## src/rtl/pstl_pkg.sv

```systemverilog
`timescale 1ns / 1ps
// pstl_pkg: shared types and constants of the punctuation/string/identifier lexer.
// No dependencies.
package pstl_pkg;

   localparam int TOKEN_LEN_BITS  = 16;
   localparam int TOKEN_POS_BITS  = 16;
   localparam int FIFO_DEPTH      = 4;
   localparam int FIFO_PTR_BITS   = $clog2(FIFO_DEPTH);
   localparam int FIFO_CNT_BITS   = FIFO_PTR_BITS + 1;

   typedef enum logic [1:0] {
      MODE_IDLE = 2'd0,
      MODE_STR  = 2'd1,
      MODE_ID   = 2'd2
   } scan_mode_type;

   localparam logic [3:0] KIND_EOF      = 4'd0;
   localparam logic [3:0] KIND_UNCLOSED = 4'd1;
   localparam logic [3:0] KIND_UNKNOWN  = 4'd2;
   localparam logic [3:0] KIND_STRING   = 4'd3;
   localparam logic [3:0] KIND_IDENT    = 4'd4;
   localparam logic [3:0] KIND_LBRACE   = 4'd5;
   localparam logic [3:0] KIND_RBRACE   = 4'd6;
   localparam logic [3:0] KIND_LBRACKET = 4'd7;
   localparam logic [3:0] KIND_RBRACKET = 4'd8;
   localparam logic [3:0] KIND_LPAREN   = 4'd9;
   localparam logic [3:0] KIND_RPAREN   = 4'd10;
   localparam logic [3:0] KIND_COLON    = 4'd11;
   localparam logic [3:0] KIND_SEMI     = 4'd12;
   localparam logic [3:0] KIND_DOT      = 4'd13;
   localparam logic [3:0] KIND_COMMA    = 4'd14;

   localparam logic CMD_BYTE = 1'b0;
   localparam logic CMD_END  = 1'b1;

   localparam logic [7:0] CH_QUOTE    = 8'h22;
   localparam logic [7:0] CH_USCORE   = 8'h5F;
   localparam logic [7:0] CH_LBRACE   = 8'h7B;
   localparam logic [7:0] CH_RBRACE   = 8'h7D;
   localparam logic [7:0] CH_LBRACKET = 8'h5B;
   localparam logic [7:0] CH_RBRACKET = 8'h5D;
   localparam logic [7:0] CH_LPAREN   = 8'h28;
   localparam logic [7:0] CH_RPAREN   = 8'h29;
   localparam logic [7:0] CH_COLON    = 8'h3A;
   localparam logic [7:0] CH_SEMI     = 8'h3B;
   localparam logic [7:0] CH_DOT      = 8'h2E;
   localparam logic [7:0] CH_COMMA    = 8'h2C;
   localparam logic [7:0] CH_SPACE    = 8'h20;
   localparam logic [7:0] CH_TAB      = 8'h09;
   localparam logic [7:0] CH_CR       = 8'h0D;
   localparam logic [7:0] CH_LF       = 8'h0A;

   typedef struct packed {
      logic [3:0]                kind;
      logic [TOKEN_POS_BITS-1:0] start;
      logic [TOKEN_LEN_BITS-1:0] length;
      logic [7:0]                bad_char;
      logic                      last;
   } token_type;

   typedef struct packed {
      logic [1:0] count;
      token_type  tok0;
      token_type  tok1;
   } push_type;

   function automatic logic is_space(input logic [7:0] b);
      return (b == CH_SPACE) || (b == CH_TAB) || (b == CH_CR) || (b == CH_LF);
   endfunction

   function automatic logic is_letter(input logic [7:0] b);
      return ((b >= 8'h61) && (b <= 8'h7A)) || ((b >= 8'h41) && (b <= 8'h5A)) ||
             (b == CH_USCORE);
   endfunction

   function automatic logic is_word(input logic [7:0] b);
      return is_letter(b) || ((b >= 8'h30) && (b <= 8'h39));
   endfunction

   function automatic logic [3:0] punct_kind(input logic [7:0] b);
      logic [3:0] k;
      case (b)
         CH_LBRACE:   k = KIND_LBRACE;
         CH_RBRACE:   k = KIND_RBRACE;
         CH_LBRACKET: k = KIND_LBRACKET;
         CH_RBRACKET: k = KIND_RBRACKET;
         CH_LPAREN:   k = KIND_LPAREN;
         CH_RPAREN:   k = KIND_RPAREN;
         CH_COLON:    k = KIND_COLON;
         CH_SEMI:     k = KIND_SEMI;
         CH_DOT:      k = KIND_DOT;
         CH_COMMA:    k = KIND_COMMA;
         default:     k = KIND_EOF;
      endcase
      return k;
   endfunction

endpackage

```

## src/rtl/pstl_core.sv

```systemverilog
`timescale 1ns / 1ps
// pstl_core: request register, scan state and one-byte token step.
// Depends on pstl_pkg.
module pstl_core #(
   parameter int POSITION_BITS = 16
) (
   input  logic              clock,
   input  logic              reset,
   input  logic              req_valid,
   output logic              req_ready,
   input  logic              req_cmd,
   input  logic [7:0]        req_byte,
   input  logic              room,
   output pstl_pkg::push_type push
);
   import pstl_pkg::*;

   logic                     hold_ff, hold_in;
   logic                     cmd_ff;
   logic [7:0]               byte_ff;
   scan_mode_type            mode_ff, mode_in;
   logic [POSITION_BITS-1:0] pos_ff, pos_in;
   logic [POSITION_BITS-1:0] pstart_ff, pstart_in;
   logic [TOKEN_LEN_BITS-1:0] plen_ff, plen_in;

   logic                     step;
   logic                     idle_has;
   token_type                idle_tok;
   scan_mode_type            idle_mode;
   logic [TOKEN_LEN_BITS-1:0] idle_len;
   logic [TOKEN_LEN_BITS-1:0] plen_inc;
   logic [POSITION_BITS-1:0] pos_inc;
   token_type                t0, t1;
   logic [1:0]               cnt;

   assign step      = hold_ff && room;
   assign req_ready = !hold_ff || room;
   assign hold_in   = req_valid ? 1'b1 : (hold_ff && !room);

   assign plen_inc = (plen_ff != '1) ? plen_ff + 1'b1 : plen_ff;
   assign pos_inc  = (pos_ff != '1) ? pos_ff + 1'b1 : pos_ff;

   // byte handling between tokens
   always_comb begin
      idle_has  = 1'b0;
      idle_mode = MODE_IDLE;
      idle_len  = '0;
      idle_tok  = '0;
      idle_tok.start = TOKEN_POS_BITS'(pos_ff);
      if (is_space(byte_ff)) begin
         idle_has = 1'b0;
      end else if (byte_ff == CH_QUOTE) begin
         idle_mode = MODE_STR;
      end else if (punct_kind(byte_ff) != KIND_EOF) begin
         idle_has      = 1'b1;
         idle_tok.kind = punct_kind(byte_ff);
      end else if (is_letter(byte_ff)) begin
         idle_mode = MODE_ID;
         idle_len  = TOKEN_LEN_BITS'(1);
      end else begin
         idle_has          = 1'b1;
         idle_tok.kind     = KIND_UNKNOWN;
         idle_tok.bad_char = byte_ff;
      end
   end

   always_comb begin
      t0        = '0;
      t1        = '0;
      cnt       = 2'd0;
      mode_in   = mode_ff;
      pos_in    = pos_ff;
      pstart_in = pstart_ff;
      plen_in   = plen_ff;
      if (step) begin
         if (cmd_ff == CMD_END) begin
            mode_in   = MODE_IDLE;
            pos_in    = '0;
            pstart_in = '0;
            plen_in   = '0;
            t1.kind   = KIND_EOF;
            t1.start  = TOKEN_POS_BITS'(pos_ff);
            case (mode_ff)
               MODE_ID: begin
                  t0.kind   = KIND_IDENT;
                  t0.start  = TOKEN_POS_BITS'(pstart_ff);
                  t0.length = plen_ff;
                  cnt       = 2'd2;
               end
               MODE_STR: begin
                  t0.kind  = KIND_UNCLOSED;
                  t0.start = TOKEN_POS_BITS'(pstart_ff);
                  cnt      = 2'd2;
               end
               default: begin
                  t0  = t1;
                  cnt = 2'd1;
               end
            endcase
         end else begin
            pos_in = pos_inc;
            case (mode_ff)
               MODE_STR: begin
                  if (byte_ff == CH_QUOTE) begin
                     t0.kind   = KIND_STRING;
                     t0.start  = TOKEN_POS_BITS'(pstart_ff);
                     t0.length = plen_ff;
                     cnt       = 2'd1;
                     mode_in   = MODE_IDLE;
                  end else begin
                     plen_in = plen_inc;
                  end
               end
               MODE_ID: begin
                  if (is_word(byte_ff)) begin
                     plen_in = plen_inc;
                  end else begin
                     t0.kind   = KIND_IDENT;
                     t0.start  = TOKEN_POS_BITS'(pstart_ff);
                     t0.length = plen_ff;
                     t1        = idle_tok;
                     cnt       = idle_has ? 2'd2 : 2'd1;
                     mode_in   = idle_mode;
                     if (idle_mode != MODE_IDLE) begin
                        pstart_in = pos_ff;
                        plen_in   = idle_len;
                     end
                  end
               end
               default: begin
                  t0      = idle_tok;
                  cnt     = idle_has ? 2'd1 : 2'd0;
                  mode_in = idle_mode;
                  if (idle_mode != MODE_IDLE) begin
                     pstart_in = pos_ff;
                     plen_in   = idle_len;
                  end
               end
            endcase
         end
      end
      t0.last = (cnt == 2'd1);
      t1.last = (cnt == 2'd2);
   end

   assign push.count = cnt;
   assign push.tok0  = t0;
   assign push.tok1  = t1;

   always_ff @(posedge clock) begin
      if (reset) begin
         hold_ff   <= 1'b0;
         mode_ff   <= MODE_IDLE;
         pos_ff    <= '0;
         pstart_ff <= '0;
         plen_ff   <= '0;
      end else begin
         hold_ff   <= hold_in;
         mode_ff   <= mode_in;
         pos_ff    <= pos_in;
         pstart_ff <= pstart_in;
         plen_ff   <= plen_in;
      end
   end

   always_ff @(posedge clock) begin
      if (req_valid && req_ready) begin
         cmd_ff  <= req_cmd;
         byte_ff <= req_byte;
      end
   end

endmodule

```

## src/rtl/pstl_fifo.sv

```systemverilog
`timescale 1ns / 1ps
// pstl_fifo: small token queue taking up to two tokens per cycle.
// Depends on pstl_pkg.
module pstl_fifo (
   input  logic                clock,
   input  logic                reset,
   input  pstl_pkg::push_type  push,
   output logic                room,
   output logic                out_valid,
   input  logic                out_ready,
   output pstl_pkg::token_type out_tok
);
   import pstl_pkg::*;

   localparam logic [FIFO_CNT_BITS-1:0] ROOM_LIMIT = FIFO_CNT_BITS'(FIFO_DEPTH - 2);

   token_type                 mem_ff [FIFO_DEPTH];
   logic [FIFO_PTR_BITS-1:0]  wr_ff, wr_in;
   logic [FIFO_PTR_BITS-1:0]  rd_ff, rd_in;
   logic [FIFO_CNT_BITS-1:0]  cnt_ff, cnt_in;
   logic [FIFO_PTR_BITS-1:0]  wr_next;
   logic                      pop;

   assign room      = (cnt_ff <= ROOM_LIMIT);
   assign out_valid = (cnt_ff != '0);
   assign out_tok   = mem_ff[rd_ff];
   assign pop       = out_valid && out_ready;
   assign wr_next   = wr_ff + 1'b1;

   assign wr_in  = wr_ff + FIFO_PTR_BITS'(push.count);
   assign rd_in  = pop ? rd_ff + 1'b1 : rd_ff;
   assign cnt_in = cnt_ff + FIFO_CNT_BITS'(push.count) - FIFO_CNT_BITS'(pop);

   always_ff @(posedge clock) begin
      if (reset) begin
         wr_ff  <= '0;
         rd_ff  <= '0;
         cnt_ff <= '0;
      end else begin
         wr_ff  <= wr_in;
         rd_ff  <= rd_in;
         cnt_ff <= cnt_in;
      end
   end

   always_ff @(posedge clock) begin
      if (push.count != 2'd0) begin
         mem_ff[wr_ff] <= push.tok0;
      end
      if (push.count == 2'd2) begin
         mem_ff[wr_next] <= push.tok1;
      end
   end

endmodule

```

## src/rtl/punctuation_string_ident_lexer.sv

```systemverilog
`timescale 1ns / 1ps
// Lexer top: one byte request per cycle in while the token queue has room, token results out.
// A request is registered in the core, and its tokens are then written into the token queue.
// One request is taken per cycle while results drain; the tokens of a request that gives two
// leave one at a time through the single output port of the token queue.
// Reset (synchronous, active high) clears scan state, position and queue.
module punctuation_string_ident_lexer #(
   parameter int POSITION_BITS = 16
) (
   input  logic        clock,
   input  logic        reset,
   input  logic        req_tvalid,
   output logic        req_tready,
   input  logic [7:0]  req_tdata,   // [7:0] char_byte
   input  logic [0:0]  req_tuser,   // [0] cmd
   output logic        rsp_tvalid,
   input  logic        rsp_tready,
   output logic [39:0] rsp_tdata,   // [15:0] token_start, [31:16] token_length, [39:32] bad_char
   output logic [3:0]  rsp_tuser,   // [3:0] token_kind
   output logic        rsp_tlast    // last_of_run
);
   import pstl_pkg::*;

   push_type  push;
   logic      room;
   token_type out_tok;

   pstl_core #(
      .POSITION_BITS(POSITION_BITS)
   ) u_core (
      .clock     (clock),
      .reset     (reset),
      .req_valid (req_tvalid),
      .req_ready (req_tready),
      .req_cmd   (req_tuser[0]),
      .req_byte  (req_tdata),
      .room      (room),
      .push      (push)
   );

   pstl_fifo u_fifo (
      .clock     (clock),
      .reset     (reset),
      .push      (push),
      .room      (room),
      .out_valid (rsp_tvalid),
      .out_ready (rsp_tready),
      .out_tok   (out_tok)
   );

   assign rsp_tdata = {out_tok.bad_char, out_tok.length, out_tok.start};
   assign rsp_tuser = out_tok.kind;
   assign rsp_tlast = out_tok.last;

endmodule

```

## config.mk

```make
export PLATFORM = sky130hd
export DESIGN_NAME = punctuation_string_ident_lexer
export DESIGN_NICKNAME = d
export VERILOG_FILES = /design/src/rtl/pstl_pkg.sv /design/src/rtl/pstl_core.sv /design/src/rtl/pstl_fifo.sv /design/src/rtl/punctuation_string_ident_lexer.sv
export SDC_FILE = /design/constraint.sdc
export NUM_CORES = 1
export LEC_CHECK = 0
export BUFFER_PORTS_ARGS = -buffer_cell sky130_fd_sc_hd__buf_2
export CORE_AREA = 3 3 177 179
export CTS_BUF_LIST = sky130_fd_sc_hd__clkbuf_16
export DETAILED_ROUTE_END_ITERATION = 8
export DIE_AREA = 0 0 180 182
export PLACE_DENSITY = 0.63
export SKIP_LAST_GASP = 1
export SLEW_MARGIN = 30
export SYNTH_ARGS = -nofsm -noshare
export SYNTH_HDL_FRONTEND = slang
export SYNTH_SLANG_ARGS = --single-unit
export TNS_END_PERCENT = 1
```

## constraint.sdc

```tcl
create_clock -name clock -period 3.86 [get_ports clock]
set_clock_uncertainty 0.2 [all_clocks]
set_input_delay 1.158 -clock clock [delete_from_list [all_inputs] [get_ports clock]]
set_output_delay 1.158 -clock clock [all_outputs]
set_load 0.05 [all_outputs]
```

==> flow_results.xml <==
<?xml version="1.0" encoding="UTF-8"?>
<metrics>
  <group name="status">
    <metric name="run_status" unit="">completed</metric>
  </group>
  <group name="timing">
    <metric name="fin_crit" unit="ns">3.54</metric>
    <metric name="maxSlewViolCount" unit="">0</metric>
    <metric name="worst-slew-pin-transition" unit="ns">0.868</metric>
    <metric name="grt_setup_unrepaired" unit="">no</metric>
    <metric name="worst_slew_margin_rel" unit="%">42.1</metric>
    <metric name="fin_crit_sh" unit="%">91.6</metric>
    <metric name="final_hold_viol_count" unit="">0</metric>
    <metric name="max_freq" unit="GHz">0.283</metric>
    <metric name="setup_viol" unit="">0</metric>
    <metric name="fin_tns_setup" unit="ns">0</metric>
    <metric name="worst_hold_slack" unit="ns">0.267</metric>
  </group>
  <group name="clock_network">
    <metric name="post_cts.repair.setup_buffers" unit="">0</metric>
    <metric name="clk_path_buf_depth" unit="">3</metric>
    <metric name="number_of_cells_upsized_or_downsized_after_cts" unit="">0</metric>
    <metric name="worst_setup_hold_path_clk_slew" unit="ns">0.06</metric>
    <metric name="numClockSinks" unit="">249</metric>
    <metric name="clk_latency" unit="ns">0.53</metric>
    <metric name="clock_tree.htree_level_count" unit="">1</metric>
    <metric name="cts_buffers" unit="">24</metric>
    <metric name="hold_buffer_count_at_cts" unit="">0</metric>
    <metric name="cts_tree" unit="">built</metric>
    <metric name="cts-root-buf" unit="">sky130_fd_sc_hd__clkbuf_16</metric>
  </group>
  <group name="critical_path">
    <metric name="critPathArrivalTime" unit="ns">2.18</metric>
    <metric name="setup.worst_path.class" unit="">flip-flop to output pin</metric>
    <metric name="crit_fanout" unit="">19</metric>
    <metric name="critical-path-max-stage-delay" unit="ns">0.63</metric>
    <metric name="kind_of_start_point_of_the_critical_path" unit="">flip-flop</metric>
    <metric name="timing.critical_path.cells" unit="">buf_12 &gt; mux4_2 &gt; buf_2</metric>
    <metric name="worst_setup_path_end_kind" unit="">output pin</metric>
    <metric name="worst_ep_required_time" unit="ns">2.50</metric>
    <metric name="cp_slowest_cell" unit="">sky130_fd_sc_hd__dfxtp_4</metric>
    <metric name="r2r_start" unit="">u_core.byte_ff[4]</metric>
  </group>
  <group name="floorplanning">
    <metric name="die_x" unit="um">180</metric>
    <metric name="chipHeight" unit="um">182</metric>
    <metric name="ios" unit="">60</metric>
    <metric name="core.rowCount" unit="">63</metric>
    <metric name="initial_utilization" unit="%">39.9</metric>
    <metric name="die_area" unit="um2">32800</metric>
    <metric name="placeableCoreArea" unit="um2">29700</metric>
  </group>
  <group name="layout">
    <metric name="multi_input_area" unit="um2">5190</metric>
    <metric name="filler_cells" unit="">2713</metric>
    <metric name="stdcell_count" unit="">1554</metric>
    <metric name="layout-area-overhead-vs-synth" unit="%">13.4</metric>
    <metric name="insertedDiodeCount" unit="">0</metric>
    <metric name="finish.net_count" unit="">1167</metric>
    <metric name="seq_area" unit="um2">6240</metric>
    <metric name="post_route_cells_drive_above_1_share" unit="%">19.2</metric>
  </group>
  <group name="global_routing">
    <metric name="grt_overflow_total" unit="">0</metric>
    <metric name="grt_pass1_vias" unit="">9034</metric>
    <metric name="grt_start_max_net_pins" unit="">39</metric>
    <metric name="grt_first_pass_wirelength" unit="um">51900</metric>
    <metric name="gr-usage-all-layers" unit="%">19.6</metric>
    <metric name="grt_antenna_before_repair" unit="">2</metric>
  </group>
  <group name="power">
    <metric name="totalPowerFinal" unit="mW">6.93</metric>
    <metric name="total_leakage_power" unit="nW">4.42</metric>
    <metric name="comb_power_share" unit="%">22.7</metric>
    <metric name="pwr-share-seq" unit="%">43.6</metric>
    <metric name="vdd_drop_max" unit="mV">0.313</metric>
    <metric name="share_of_total_power_in_the_clock_network" unit="%">33.7</metric>
    <metric name="cell_internal_pwr" unit="mW">4.74</metric>
    <metric name="p_sw" unit="mW">2.19</metric>
    <metric name="power_density" unit="nW/um2">516</metric>
    <metric name="swShare" unit="%">31.6</metric>
  </group>
  <group name="place">
    <metric name="placed_cells_incl_taps" unit="">1510</metric>
    <metric name="portBuffers" unit="">59</metric>
    <metric name="dp.final_hpwl" unit="um">21600</metric>
    <metric name="gp_congestion" unit="">0.900</metric>
  </group>
  <group name="logic_synthesis">
    <metric name="postSynth.asyncResetShare" unit="%">0</metric>
    <metric name="synth-edff-count" unit="">125</metric>
    <metric name="post_synth_inst_count" unit="">1101</metric>
    <metric name="net_count_synth" unit="">1122</metric>
    <metric name="synth_top_flop_cell" unit="">sky130_fd_sc_hd__edfxtp_1</metric>
    <metric name="synthesis.area_per_instance" unit="um2">10.8</metric>
    <metric name="yosysWarningCount" unit="">0</metric>
    <metric name="yosysUniqueCellTypes" unit="">76</metric>
    <metric name="mappedNetlistArea" unit="um2">11900</metric>
    <metric name="postSynthRegisterBits" unit="">249</metric>
    <metric name="synth_seq_area_share" unit="%">52.6</metric>
  </group>
  <group name="route">
    <metric name="vias_per_cell" unit="">5.91</metric>
    <metric name="drt-total-wl" unit="um">32700</metric>
    <metric name="via_count" unit="">9190</metric>
    <metric name="wire_per_inst" unit="um">21.1</metric>
    <metric name="drt_pre_antenna_iters" unit="">5</metric>
    <metric name="drcViolationCount" unit="">0</metric>
    <metric name="drt_first_iter_violations" unit="">1020</metric>
    <metric name="route.antenna.remaining_nets" unit="">0</metric>
  </group>
  <group name="worst_hold_path">
    <metric name="worst_hold_startpoint" unit="">u_fifo.mem_ff[1][16]</metric>
    <metric name="min-delay-path-class" unit="">flip-flop to flip-flop</metric>
  </group>
  <group name="run">
    <metric name="max_cap_viol_count" unit="">0</metric>
  </group>
</metrics>
-- state kept, by name (all words and copies together) (netlist names), named ones only --
name              flops
u_core.byte_ff        8
u_core.cmd_ff         1
u_core.hold_ff        1
u_core.mode_ff        2
u_core.plen_ff       16
u_core.pos_ff        16
u_core.pstart_ff     16
u_fifo.cnt_ff         3
u_fifo.mem_ff       180
u_fifo.rd_ff          2
u_fifo.wr_ff          2
-- final cells by class --
cell class	count	area share, %
Clock buffer	29	5.40
Clock inverter	15	0.493
Multi-Input combinational cell	750	38.6
Timing Repair Buffer	103	4.93
Inverter	18	0.503
Sequential cell	249	46.4
Tap cell	390	3.63
-- routing by layer --
metal | global-route usage (%) | up-vias | wire length [um]
li1 | - | 4285 | -
met1 | 28.5 | 4499 | 15000
met2 | 30.2 | 344 | 14800
met3 | 3.31 | 58 | 2200
met4 | 5.97 | 4 | 667
met5 | 0 | - | 31
-- cell families after synthesis --
family / Yosys count / synth area share, %
compound gates: 277 / 15.0
mux: 62 / 10.1
buf+inv: 102 / 3.67
simple gates: 382 / 16.1
flops: 249 / 52.6
fa+ha+maj: 8 / 0.908
xor+xnor: 21 / 1.55
-- critical path, delay by kind of cell (launching register included) --
family	cells	cell delay (ns)
buffers and inverters	2	0.47
DFF	1	0.63
muxes	1	0.53
-- final timing paths --
path / endpoint / cells past startpoint / slack [ns]
min reg2reg: u_fifo.mem_ff[1][16] / 2 / 0.27
min: u_fifo.mem_ff[1][16] / 2 / 0.27
max: rsp_tdata[38] / 3 / 0.32
max reg2reg: u_fifo.cnt_ff[2] / 10 / 0.35
-- power groups by stage --
stage / Combinational (mW) / Sequential (mW) / Clock, mW
after floorplan: 1.26 / 2.97 / 0
after global placement: 1.58 / 3.08 / 0
after detailed placement: 1.58 / 3.09 / 0
after CTS: 1.59 / 3.03 / 2.37
after global routing: 1.66 / 3.04 / 2.47
final: 1.58 / 3.02 / 2.33
-- metrics by stage --
stage | worst slack [ns] | instance area, um2 | utilization (%)
after floorplan | 0.534 | 11900 | -
after global placement | 0.521 | 12600 | 42.6
after detailed placement | 0.398 | 12600 | 42.6
after CTS | 0.248 | 13400 | 45.2
after global routing | 0.131 | 13400 | 45.2
final | 0.325 | 13400 | 45.2
-- layout by cell type (no fill, tap or decap), types with 18 or more instances in the layout --
| cell | count |
|---|---|
| sky130_fd_sc_hd__nor2_1 | 82 |
| sky130_fd_sc_hd__o21ai_0 | 73 |
| sky130_fd_sc_hd__buf_2 | 59 |
| sky130_fd_sc_hd__nor3_1 | 21 |
| sky130_fd_sc_hd__dfxtp_1 | 122 |
| sky130_fd_sc_hd__nand2_1 | 91 |
| sky130_fd_sc_hd__o22ai_1 | 83 |
| sky130_fd_sc_hd__a22oi_1 | 18 |
| sky130_fd_sc_hd__edfxtp_1 | 125 |
| sky130_fd_sc_hd__nand3_1 | 93 |
| sky130_fd_sc_hd__mux4_2 | 45 |
| sky130_fd_sc_hd__buf_4 | 41 |
| sky130_fd_sc_hd__inv_1 | 23 |
| sky130_fd_sc_hd__clkbuf_16 | 29 |
| sky130_fd_sc_hd__a21oi_1 | 28 |
-- Yosys cell counts (4+ instances only) --
library cell / count / area, um2
sky130_fd_sc_hd__and4_1: 6 / 52.6
sky130_fd_sc_hd__buf_1: 15 / 56.3
sky130_fd_sc_hd__nand2b_1: 8 / 50.1
sky130_fd_sc_hd__a22oi_1: 18 / 135
sky130_fd_sc_hd__edfxtp_1: 125 / 3750
sky130_fd_sc_hd__xnor2_1: 7 / 61.3
sky130_fd_sc_hd__nor3b_1: 4 / 30.0
sky130_fd_sc_hd__inv_1: 17 / 63.8
sky130_fd_sc_hd__nand2_1: 91 / 342
sky130_fd_sc_hd__o211ai_1: 4 / 30.0
sky130_fd_sc_hd__ha_1: 7 / 87.6
sky130_fd_sc_hd__and2_1: 17 / 106
sky130_fd_sc_hd__o2bb2ai_1: 4 / 35.0
sky130_fd_sc_hd__a31oi_1: 9 / 56.3
sky130_fd_sc_hd__and3_1: 12 / 75.1
sky130_fd_sc_hd__o21ai_0: 73 / 365
sky130_fd_sc_hd__nand3_1: 94 / 470
sky130_fd_sc_hd__or2_2: 5 / 31.3
sky130_fd_sc_hd__mux2_2: 15 / 169
sky130_fd_sc_hd__buf_2: 17 / 85.1
sky130_fd_sc_hd__xor2_1: 14 / 123
sky130_fd_sc_hd__or3_1: 7 / 43.8
sky130_fd_sc_hd__clkbuf_1: 48 / 180
sky130_fd_sc_hd__dfxtp_1: 124 / 2480
sky130_fd_sc_hd__o22ai_1: 83 / 519
sky130_fd_sc_hd__mux4_2: 45 / 1010
sky130_fd_sc_hd__o31ai_1: 17 / 128
sky130_fd_sc_hd__nand4_1: 7 / 43.8
sky130_fd_sc_hd__nor2b_1: 6 / 37.5
sky130_fd_sc_hd__o21a_1: 9 / 67.6
sky130_fd_sc_hd__nor2_1: 82 / 308
sky130_fd_sc_hd__nor3_1: 21 / 105
sky130_fd_sc_hd__a21oi_1: 29 / 145
(Power assumes the default switching activity.)
